==> src/tbm_pkg.sv <==
// tbm_pkg: shared types, widths and codes for the token bucket meter
// no dependencies; every other file uses it by scoped names

package tbm_pkg;

  // timestamp and rate format
  localparam int TIME_WIDTH     = 48;
  localparam int RATE_FRAC_BITS = 16;

  // field widths fixed by the interface
  localparam int BITS_W  = 32;  // burst, rate, bucket level
  localparam int LEN_W   = 17;
  localparam int COLOR_W = 2;

  // elapsed time is split in two halves, each no wider than 32 bits
  localparam int HALF_W  = (TIME_WIDTH + 1) / 2;
  localparam int HI_W    = TIME_WIDTH - HALF_W;
  localparam int PP_LO_W = HALF_W + BITS_W;
  localparam int PP_HI_W = HI_W + BITS_W;
  localparam int PROD_W  = TIME_WIDTH + BITS_W;

  // configuration port
  localparam int CFG_INDEX_W = 2;
  localparam logic [CFG_INDEX_W-1:0] CFG_BURST = 2'd0;
  localparam logic [CFG_INDEX_W-1:0] CFG_RATE  = 2'd1;
  localparam logic [CFG_INDEX_W-1:0] CFG_AWARE = 2'd2;

  localparam logic [BITS_W-1:0] BURST_RESET = 32'd96000;
  localparam logic [BITS_W-1:0] RATE_RESET  = 32'd65536;

  // color codes
  localparam logic [COLOR_W-1:0] IN_GREEN = 2'd0;
  localparam logic VERDICT_GREEN = 1'b0;
  localparam logic VERDICT_RED   = 1'b1;

  typedef struct packed {
    logic [BITS_W-1:0] burst;
    logic [BITS_W-1:0] rate;
    logic              aware;
  } tbm_cfg_t;

  typedef struct packed {
    logic [LEN_W-1:0]   len;
    logic [COLOR_W-1:0] color;
  } tbm_pkt_t;

endpackage

==> src/tbm_delta.sv <==
// tbm_delta: input register stage, elapsed ticks between consecutive arrivals
// depends on tbm_pkg

module tbm_delta (
  input  logic                           clk,
  input  logic                           rst_n,
  input  logic                           up_valid,
  output logic                           up_ready,
  input  logic [tbm_pkg::TIME_WIDTH-1:0] up_time,
  input  tbm_pkg::tbm_pkt_t              up_pkt,
  output logic                           dn_valid,
  input  logic                           dn_ready,
  output logic [tbm_pkg::TIME_WIDTH-1:0] dn_elapsed,
  output tbm_pkg::tbm_pkt_t              dn_pkt
);

  logic                           valid_r;
  logic [tbm_pkg::TIME_WIDTH-1:0] last_r;
  logic [tbm_pkg::TIME_WIDTH-1:0] elapsed_r;
  logic [tbm_pkg::TIME_WIDTH-1:0] elapsed_nxt;
  tbm_pkg::tbm_pkt_t              pkt_r;
  logic                           adv;
  logic                           take;

  assign adv      = !valid_r || dn_ready;
  assign take     = up_valid && adv;
  assign up_ready = adv;

  // wraps modulo the timestamp width
  assign elapsed_nxt = up_time - last_r;

  // control: valid bit and last arrival time
  always_ff @(posedge clk) begin
    if (!rst_n) begin
      valid_r <= 1'b0;
      last_r  <= '0;
    end else begin
      if (adv) begin
        valid_r <= up_valid;
      end
      if (take) begin
        last_r <= up_time;
      end
    end
  end

  // payload
  always_ff @(posedge clk) begin
    if (take) begin
      elapsed_r <= elapsed_nxt;
      pkt_r     <= up_pkt;
    end
  end

  assign dn_valid   = valid_r;
  assign dn_elapsed = elapsed_r;
  assign dn_pkt     = pkt_r;

endmodule

==> src/tbm_mult.sv <==
// tbm_mult: two-stage token computation, elapsed ticks times rate
// depends on tbm_pkg; partial products then combine, shift and saturate

module tbm_mult (
  input  logic                           clk,
  input  logic                           rst_n,
  input  tbm_pkg::tbm_cfg_t              cfg,
  input  logic                           up_valid,
  output logic                           up_ready,
  input  logic [tbm_pkg::TIME_WIDTH-1:0] up_elapsed,
  input  tbm_pkg::tbm_pkt_t              up_pkt,
  output logic                           dn_valid,
  input  logic                           dn_ready,
  output logic [tbm_pkg::BITS_W-1:0]     dn_earned,
  output tbm_pkg::tbm_pkt_t              dn_pkt
);

  logic                            a_valid_r;
  logic                            b_valid_r;
  logic                            a_adv;
  logic                            b_adv;
  logic [tbm_pkg::HALF_W-1:0]      e_lo;
  logic [tbm_pkg::HI_W-1:0]        e_hi;
  logic [tbm_pkg::PP_LO_W-1:0]     pp_lo_r;
  logic [tbm_pkg::PP_LO_W-1:0]     pp_lo_nxt;
  logic [tbm_pkg::PP_HI_W-1:0]     pp_hi_r;
  logic [tbm_pkg::PP_HI_W-1:0]     pp_hi_nxt;
  tbm_pkg::tbm_pkt_t               a_pkt_r;
  logic [tbm_pkg::PROD_W-1:0]      prod;
  logic [tbm_pkg::PROD_W-1:0]      shifted;
  logic                            over;
  logic [tbm_pkg::BITS_W-1:0]      earned_r;
  logic [tbm_pkg::BITS_W-1:0]      earned_nxt;
  tbm_pkg::tbm_pkt_t               b_pkt_r;

  assign b_adv    = !b_valid_r || dn_ready;
  assign a_adv    = !a_valid_r || b_adv;
  assign up_ready = a_adv;

  // stage a: two half-width partial products
  assign e_lo = up_elapsed[tbm_pkg::HALF_W-1:0];
  assign e_hi = up_elapsed[tbm_pkg::TIME_WIDTH-1:tbm_pkg::HALF_W];

  assign pp_lo_nxt = {{tbm_pkg::BITS_W{1'b0}}, e_lo} * {{tbm_pkg::HALF_W{1'b0}}, cfg.rate};
  assign pp_hi_nxt = {{tbm_pkg::BITS_W{1'b0}}, e_hi} * {{tbm_pkg::HI_W{1'b0}}, cfg.rate};

  // stage b: full product, drop fraction, saturate to 32 bits
  assign prod = {pp_hi_r, {tbm_pkg::HALF_W{1'b0}}} + {{tbm_pkg::HI_W{1'b0}}, pp_lo_r};
  assign shifted = prod >> tbm_pkg::RATE_FRAC_BITS;
  assign over = |shifted[tbm_pkg::PROD_W-1:tbm_pkg::BITS_W];
  assign earned_nxt = over ? {tbm_pkg::BITS_W{1'b1}} : shifted[tbm_pkg::BITS_W-1:0];

  // control
  always_ff @(posedge clk) begin
    if (!rst_n) begin
      a_valid_r <= 1'b0;
      b_valid_r <= 1'b0;
    end else begin
      if (a_adv) begin
        a_valid_r <= up_valid;
      end
      if (b_adv) begin
        b_valid_r <= a_valid_r;
      end
    end
  end

  // payload
  always_ff @(posedge clk) begin
    if (up_valid && a_adv) begin
      pp_lo_r <= pp_lo_nxt;
      pp_hi_r <= pp_hi_nxt;
      a_pkt_r <= up_pkt;
    end
    if (a_valid_r && b_adv) begin
      earned_r <= earned_nxt;
      b_pkt_r  <= a_pkt_r;
    end
  end

  assign dn_valid  = b_valid_r;
  assign dn_earned = earned_r;
  assign dn_pkt    = b_pkt_r;

endmodule

==> src/tbm_bucket.sv <==
// tbm_bucket: bucket state update, verdict and output register
// depends on tbm_pkg; one update per word, computed combinationally from the bucket register

module tbm_bucket (
  input  logic                       clk,
  input  logic                       rst_n,
  input  tbm_pkg::tbm_cfg_t          cfg,
  input  logic                       up_valid,
  output logic                       up_ready,
  input  logic [tbm_pkg::BITS_W-1:0] up_earned,
  input  tbm_pkg::tbm_pkt_t          up_pkt,
  output logic                       out_valid,
  input  logic                       out_ready,
  output logic                       out_color,
  output logic [tbm_pkg::BITS_W-1:0] out_level
);

  logic                       valid_r;
  logic                       adv;
  logic                       take;
  logic [tbm_pkg::BITS_W-1:0] bucket_r;
  logic [tbm_pkg::BITS_W-1:0] bucket_nxt;
  logic [tbm_pkg::BITS_W:0]   sum;
  logic [tbm_pkg::BITS_W-1:0] clamped;
  logic [tbm_pkg::BITS_W-1:0] len_ext;
  logic                       color_ok;
  logic                       green;
  logic                       color_r;
  logic [tbm_pkg::BITS_W-1:0] level_r;

  assign adv      = !valid_r || out_ready;
  assign take     = up_valid && adv;
  assign up_ready = adv;

  // refill and clamp to the committed burst
  assign sum     = {1'b0, bucket_r} + {1'b0, up_earned};
  assign clamped = (sum > {1'b0, cfg.burst}) ? cfg.burst : sum[tbm_pkg::BITS_W-1:0];

  // conform check and deduction
  assign len_ext    = {{(tbm_pkg::BITS_W - tbm_pkg::LEN_W){1'b0}}, up_pkt.len};
  assign color_ok   = !cfg.aware || (up_pkt.color == tbm_pkg::IN_GREEN);
  assign green      = color_ok && (clamped >= len_ext);
  assign bucket_nxt = green ? (clamped - len_ext) : clamped;

  // control and bucket state
  always_ff @(posedge clk) begin
    if (!rst_n) begin
      valid_r  <= 1'b0;
      bucket_r <= tbm_pkg::BURST_RESET;
    end else begin
      if (adv) begin
        valid_r <= up_valid;
      end
      if (take) begin
        bucket_r <= bucket_nxt;
      end
    end
  end

  // output word
  always_ff @(posedge clk) begin
    if (take) begin
      color_r <= green ? tbm_pkg::VERDICT_GREEN : tbm_pkg::VERDICT_RED;
      level_r <= bucket_nxt;
    end
  end

  assign out_valid = valid_r;
  assign out_color = color_r;
  assign out_level = level_r;

endmodule

==> src/token_bucket_meter_core.sv <==
// token_bucket_meter_core: top level of the single-rate two-color meter
// depends on tbm_pkg, tbm_delta, tbm_mult, tbm_bucket
//
//   channel  direction  handshake             payload
//   in       input      in_valid / in_ready   arrival_time, packet_bits, in_color
//   out      output     out_valid / out_ready out_color, bucket_level
//   cfg      input      cfg_wr_en             cfg_index, cfg_wdata
//
// One word per cycle while the output is not stalled; an accepted word passes
// through four register stages: input, partial products, token sum, output.
// The rate is set by the bucket update, computed combinationally from the bucket register.
// Reset is synchronous: stages empty, bucket full, last arrival zero.
// A stalled output only fills the stages behind it; input stays ready while
// any stage holds a bubble.

module token_bucket_meter_core (
  input  logic                                clk,
  input  logic                                rst_n,
  input  logic                                in_valid,
  output logic                                in_ready,
  input  logic [tbm_pkg::TIME_WIDTH-1:0]      in_arrival_time,
  input  logic [tbm_pkg::LEN_W-1:0]           in_packet_bits,
  input  logic [tbm_pkg::COLOR_W-1:0]         in_color,
  output logic                                out_valid,
  input  logic                                out_ready,
  output logic                                out_color,
  output logic [tbm_pkg::BITS_W-1:0]          out_bucket_level,
  input  logic                                cfg_wr_en,
  input  logic [tbm_pkg::CFG_INDEX_W-1:0]     cfg_index,
  input  logic [tbm_pkg::BITS_W-1:0]          cfg_wdata
);

  tbm_pkg::tbm_cfg_t              cfg_r;
  tbm_pkg::tbm_pkt_t              in_pkt;
  logic                           d_valid;
  logic                           d_ready;
  logic [tbm_pkg::TIME_WIDTH-1:0] d_elapsed;
  tbm_pkg::tbm_pkt_t              d_pkt;
  logic                           m_valid;
  logic                           m_ready;
  logic [tbm_pkg::BITS_W-1:0]     m_earned;
  tbm_pkg::tbm_pkt_t              m_pkt;

  // configuration registers
  always_ff @(posedge clk) begin
    if (!rst_n) begin
      cfg_r.burst <= tbm_pkg::BURST_RESET;
      cfg_r.rate  <= tbm_pkg::RATE_RESET;
      cfg_r.aware <= 1'b0;
    end else if (cfg_wr_en) begin
      case (cfg_index)
        tbm_pkg::CFG_BURST: cfg_r.burst <= cfg_wdata;
        tbm_pkg::CFG_RATE:  cfg_r.rate  <= cfg_wdata;
        tbm_pkg::CFG_AWARE: cfg_r.aware <= cfg_wdata[0];
        default: ;
      endcase
    end
  end

  assign in_pkt.len   = in_packet_bits;
  assign in_pkt.color = in_color;

  // elapsed ticks
  tbm_delta u_delta (
    .clk        (clk),
    .rst_n      (rst_n),
    .up_valid   (in_valid),
    .up_ready   (in_ready),
    .up_time    (in_arrival_time),
    .up_pkt     (in_pkt),
    .dn_valid   (d_valid),
    .dn_ready   (d_ready),
    .dn_elapsed (d_elapsed),
    .dn_pkt     (d_pkt)
  );

  // earned tokens
  tbm_mult u_mult (
    .clk        (clk),
    .rst_n      (rst_n),
    .cfg        (cfg_r),
    .up_valid   (d_valid),
    .up_ready   (d_ready),
    .up_elapsed (d_elapsed),
    .up_pkt     (d_pkt),
    .dn_valid   (m_valid),
    .dn_ready   (m_ready),
    .dn_earned  (m_earned),
    .dn_pkt     (m_pkt)
  );

  // bucket and verdict
  tbm_bucket u_bucket (
    .clk       (clk),
    .rst_n     (rst_n),
    .cfg       (cfg_r),
    .up_valid  (m_valid),
    .up_ready  (m_ready),
    .up_earned (m_earned),
    .up_pkt    (m_pkt),
    .out_valid (out_valid),
    .out_ready (out_ready),
    .out_color (out_color),
    .out_level (out_bucket_level)
  );

endmodule

==> config.mk <==
export PLATFORM = sky130hd
export DESIGN_NAME = token_bucket_meter_core
export DESIGN_NICKNAME = d
export VERILOG_FILES = /design/src/tbm_pkg.sv /design/src/tbm_delta.sv /design/src/tbm_mult.sv /design/src/tbm_bucket.sv /design/src/token_bucket_meter_core.sv
export SDC_FILE = /design/constraint.sdc
export NUM_CORES = 2
export LEC_CHECK = 0
export ABC_AREA = 1
export BUFFER_PORTS_ARGS = -buffer_cell sky130_fd_sc_hd__buf_4
export CORE_AREA = 3 3 496 498
export CTS_BUF_LIST = sky130_fd_sc_hd__clkbuf_8
export CTS_CLUSTER_DIAMETER = 50
export DETAILED_ROUTE_END_ITERATION = 8
export DIE_AREA = 0 0 499 501
export GPL_ROUTABILITY_DRIVEN = 0
export SLEW_MARGIN = 5
export SYNTH_ARGS = -nofsm -noshare
export SYNTH_HDL_FRONTEND = slang
export SYNTH_SLANG_ARGS = --single-unit
==> constraint.sdc <==
create_clock -name clk -period 11.6 [get_ports clk]
set_clock_uncertainty 0.1 [all_clocks]
set_input_delay 0.58 -clock clk [delete_from_list [all_inputs] [get_ports clk]]
set_output_delay 0.58 -clock clk [all_outputs]
set_load 0.02 [all_outputs]
==> results.md <==
* Critical-path maximum fanout at 28
* Min-Delay Path Class: input pin to flop
* Flip-flop and latch count after synthesis at 415
* DR pass1 iterations at 6
* Most numerous cell on the critical path: fa_1
* # resized after CTS at 0
* Syn Inst Count at 8978
* CP Depth at 23
* RSZ-0062 raised after global routing: no
* Slew @ Worst Pin at 1.06 ns
* Vias in the first global route at 58100
* Hpwl dp at 165000 microns
* WL per Instance at 17.3 microns
* Fin. max-slew vios at 0
* Drt via density at 4.71
* Critical Path RT at 11.98 ns
* Inserted Clock Buffers at 74
* Antenna Violating Nets Remaining at 0
* Htree depth at 3
* Post-synthesis average cell area at 8.06 sq um
* Netlist cell types at 53
* First-pass GRT wire length at 335000 microns
* Layout cells sized above 1 at 4.72%
* Fin cells at 12300
* Cell breakdown of the critical path: buf_4 -> nand2_1 -> fa_1 -> inv_1 -> fa_1 -> inv_1 -> fa_1 -> fa_1 -> fa_1 -> fa_1 -> inv_1 -> fa_1 -> ha_1 -> nand2_1 -> nor2_1 -> inv_1 -> nor4_1 -> nand3_1 -> nand3_1 -> nand2_1 -> o211ai_1 -> a31oi_1 -> xor2_1
* Drt initial violations at 4813
* Worst Setup Start Kind: flop
* Power Dens Cells at 204 nW/um^2
* Commonest cells in the synthesized netlist: 2307 x nand2_1, 2232 x inv_1, 1319 x fa_1
* Reg2Reg Capture Point: u_mult.pp_hi_r[52]$_DFFE_PP_
* Core footprint at 243000 sq um
* Worst Setup SP: cfg_r[28]$_SDFFE_PN0P_
* CP max-delay cell: dfxtp_2
* Die W at 499 microns
* Reg2Reg Depth at 23
* Crit. End Element: flop
* Die height at 501 microns
* Count leader, synth: nand2_1
* Post-Route WL at 213000 microns
* R2r startpoint: cfg_r[28]$_SDFFE_PN0P_
* Fmax at 0.123 GHz
* Top Ports at 141
* Crit-path leading delay family: adder cells
* Leak pwr at 39.9 nW
* Seq/Total Area, Yosys at 15.2%
* Fin nets at 11000
* Yosys Warn Count at 0
* Die area at 250000 sq um
* Reg clk slew, reported paths at 0.07 ns
* Final Critical Period at 8.15 ns
* Synth area leaders: fa_1 36%, nand2_1 12%, inv_1 12%
* CTS tree: built
* DR DRC count at 0
* Root Buffer: clkbuf_8
* CP arrival at 8.53 ns
* Max IR drop VDD at 285 uV
* Final Util at 32.7%
* Worst-Skew Late Latency at 0.79 ns
* Via Count at 57900
* Port buffer count at 140
* Worst Path Buf+Inv at 5
* Max Cap Viol at 0
* Largest area contributor in the synthesized netlist: fa_1
* Layout area overhead at 9.54%
* Pin count of the biggest net entering global routing at 92
* Number of synthesized flops with an enable pin at 266
* Status: completed
* Max stage delay on crit path at 0.84 ns
* Cell Area, Synth at 72400 sq um
* CTS sink cnt at 415
* Critical Path End: u_mult.pp_hi_r[52]$_DFFE_PP_
* Critical Setup Path Class: flop to flop
* Antenna violations before repair at 7
* Post-synth ARST share at 0%
* Share of the synthesized area in the top cell type at 36.5%
* Slew HR at 28.9%
* Final Hold Violating Endpoints at 0
* DP Cell Count at 12100
* Num rows at 181
* Congestion Overflow GR at 0
* R2R Setup Slk at 3.45 ns
* Sum Neg Setup Slack at 0 ns
* Syn Nets at 10900
* Gr usage total at 17.0%
* Post-synth top flop: edfxtp_1
* Max Root-Sink Buffers at 3
* Total power at 16.2 mW
* Endpoints failing setup at 0
* Post-route clock period utilization at 70.3%
* Initial core utilization at 29.8%
-- through the flow --
step	hold slack, ns	setup WS (ns)	area (sq um)
floorplan	0.300	4.62	72400
global placement	0.301	3.64	76800
detailed placement	0.305	3.59	76800
CTS	0.00102	3.57	79300
global route	0.0645	3.10	79300
finish	0.0935	3.45	79300
-- layout make-up --
type	instances	area, sq um
diodes	3	7.51
clock buffers	77	1060
clock inverters	60	442
fillers	25400	163000
inverters	2240	8410
multi-input cells	5956	51600
flip-flops and latches	415	11000
well taps	3202	4010
repair buffers	336	2770
-- worst reg2reg max path: cells and delay by family, from the launching register on --
family / cells / cell delay (ns)
compound gates: 2 / 0.31
fa+ha+maj: 8 / 3.98
xor+xnor: 1 / 0.17
flops: 1 / 0.84
simple gates: 7 / 1.61
buf+inv: 5 / 0.84
-- sequential cells by signal (all words and copies together) (netlist names) --
signal / cells
u_mult.pp_lo_r: 40
u_bucket.out_color: 1
u_delta.dn_pkt: 19
u_delta.dn_elapsed: 48
u_delta.last_r: 48
u_mult.a_valid_r: 1
u_bucket.bucket_r: 32
u_mult.pp_hi_r: 56
u_bucket.out_level: 32
cfg_r: 65
u_mult.a_pkt_r: 19
u_delta.dn_valid: 1
u_mult.dn_earned: 32
u_mult.dn_valid: 1
u_mult.dn_pkt: 19
u_bucket.out_valid: 1
-- cells in the final DEF, fill, tap and decap left out, drive strengths merged, types with 64 or more instances in the layout --
cell type,count
a21oi,403
a31oi,64
buf,237
clkbuf,77
dfxtp,149
dlygate4sd3,99
edfxtp,266
fa,1319
ha,520
inv,2268
nand2,2330
nand3,167
nor2,442
o21ai,269
xnor2,86
xor2,151
-- kinds of logic (layout without fill, tap and decap cells) --
kind of cell    count (synthesis)  in the layout  synth area share (%)
simple gates                 3020           3020                  16.3
buf+inv                      2607           2713                  13.6
fa+ha+maj                    1839           1839                  45.5
compound gates                860            860                  6.55
flops                         415            415                  15.2
xor+xnor                      237            237                  2.87
other cells                     0              3                     0
-- routing by layer --
metal	vias to the layer above	part of all wire (%)	routed length, microns	global-route usage, %
li1	26700	-	-	-
met1	28600	45	94900	24.3
met2	2272	44	93100	26.4
met3	337	8.5	18100	2.85
met4	0	3.1	6540	4.90
met5	-	0	0	0
-- report_power, final --
| part | internal [mW] | total (mW) | switching (mW) |
|---|---|---|---|
| clock network | 0.712 | 1.45 | 0.742 |
| logic | 4.22 | 12.3 | 8.11 |
| registers | 2.19 | 2.40 | 0.216 |
| total | 7.12 | 16.2 | 9.07 |
-- how the worst min path moves through the flow --
stage,start,endpoint,slack (ns),depth (start not counted)
floorplan,u_delta.dn_pkt[0]$_DFFE_PP_,u_mult.a_pkt_r[0]$_DFFE_PP_,0.30,0
global placement,u_delta.dn_pkt[17]$_DFFE_PP_,u_mult.a_pkt_r[17]$_DFFE_PP_,0.30,0
detailed placement,u_mult.a_pkt_r[10]$_DFFE_PP_,u_mult.dn_pkt[10]$_DFFE_PP_,0.31,0
CTS,cfg_wdata[29],cfg_r[62]$_SDFFE_PN0P_,0.001,3
global route,cfg_wdata[21],cfg_r[54]$_SDFFE_PN0P_,0.06,3
finish,cfg_wdata[21],cfg_r[54]$_SDFFE_PN0P_,0.09,3
-- repair_timing --
action,CTS,global route
hold endpoints to repair,107,0
hold buffers,99,0
buffers inserted,0,0
Power figures use the tool's default switching activity.
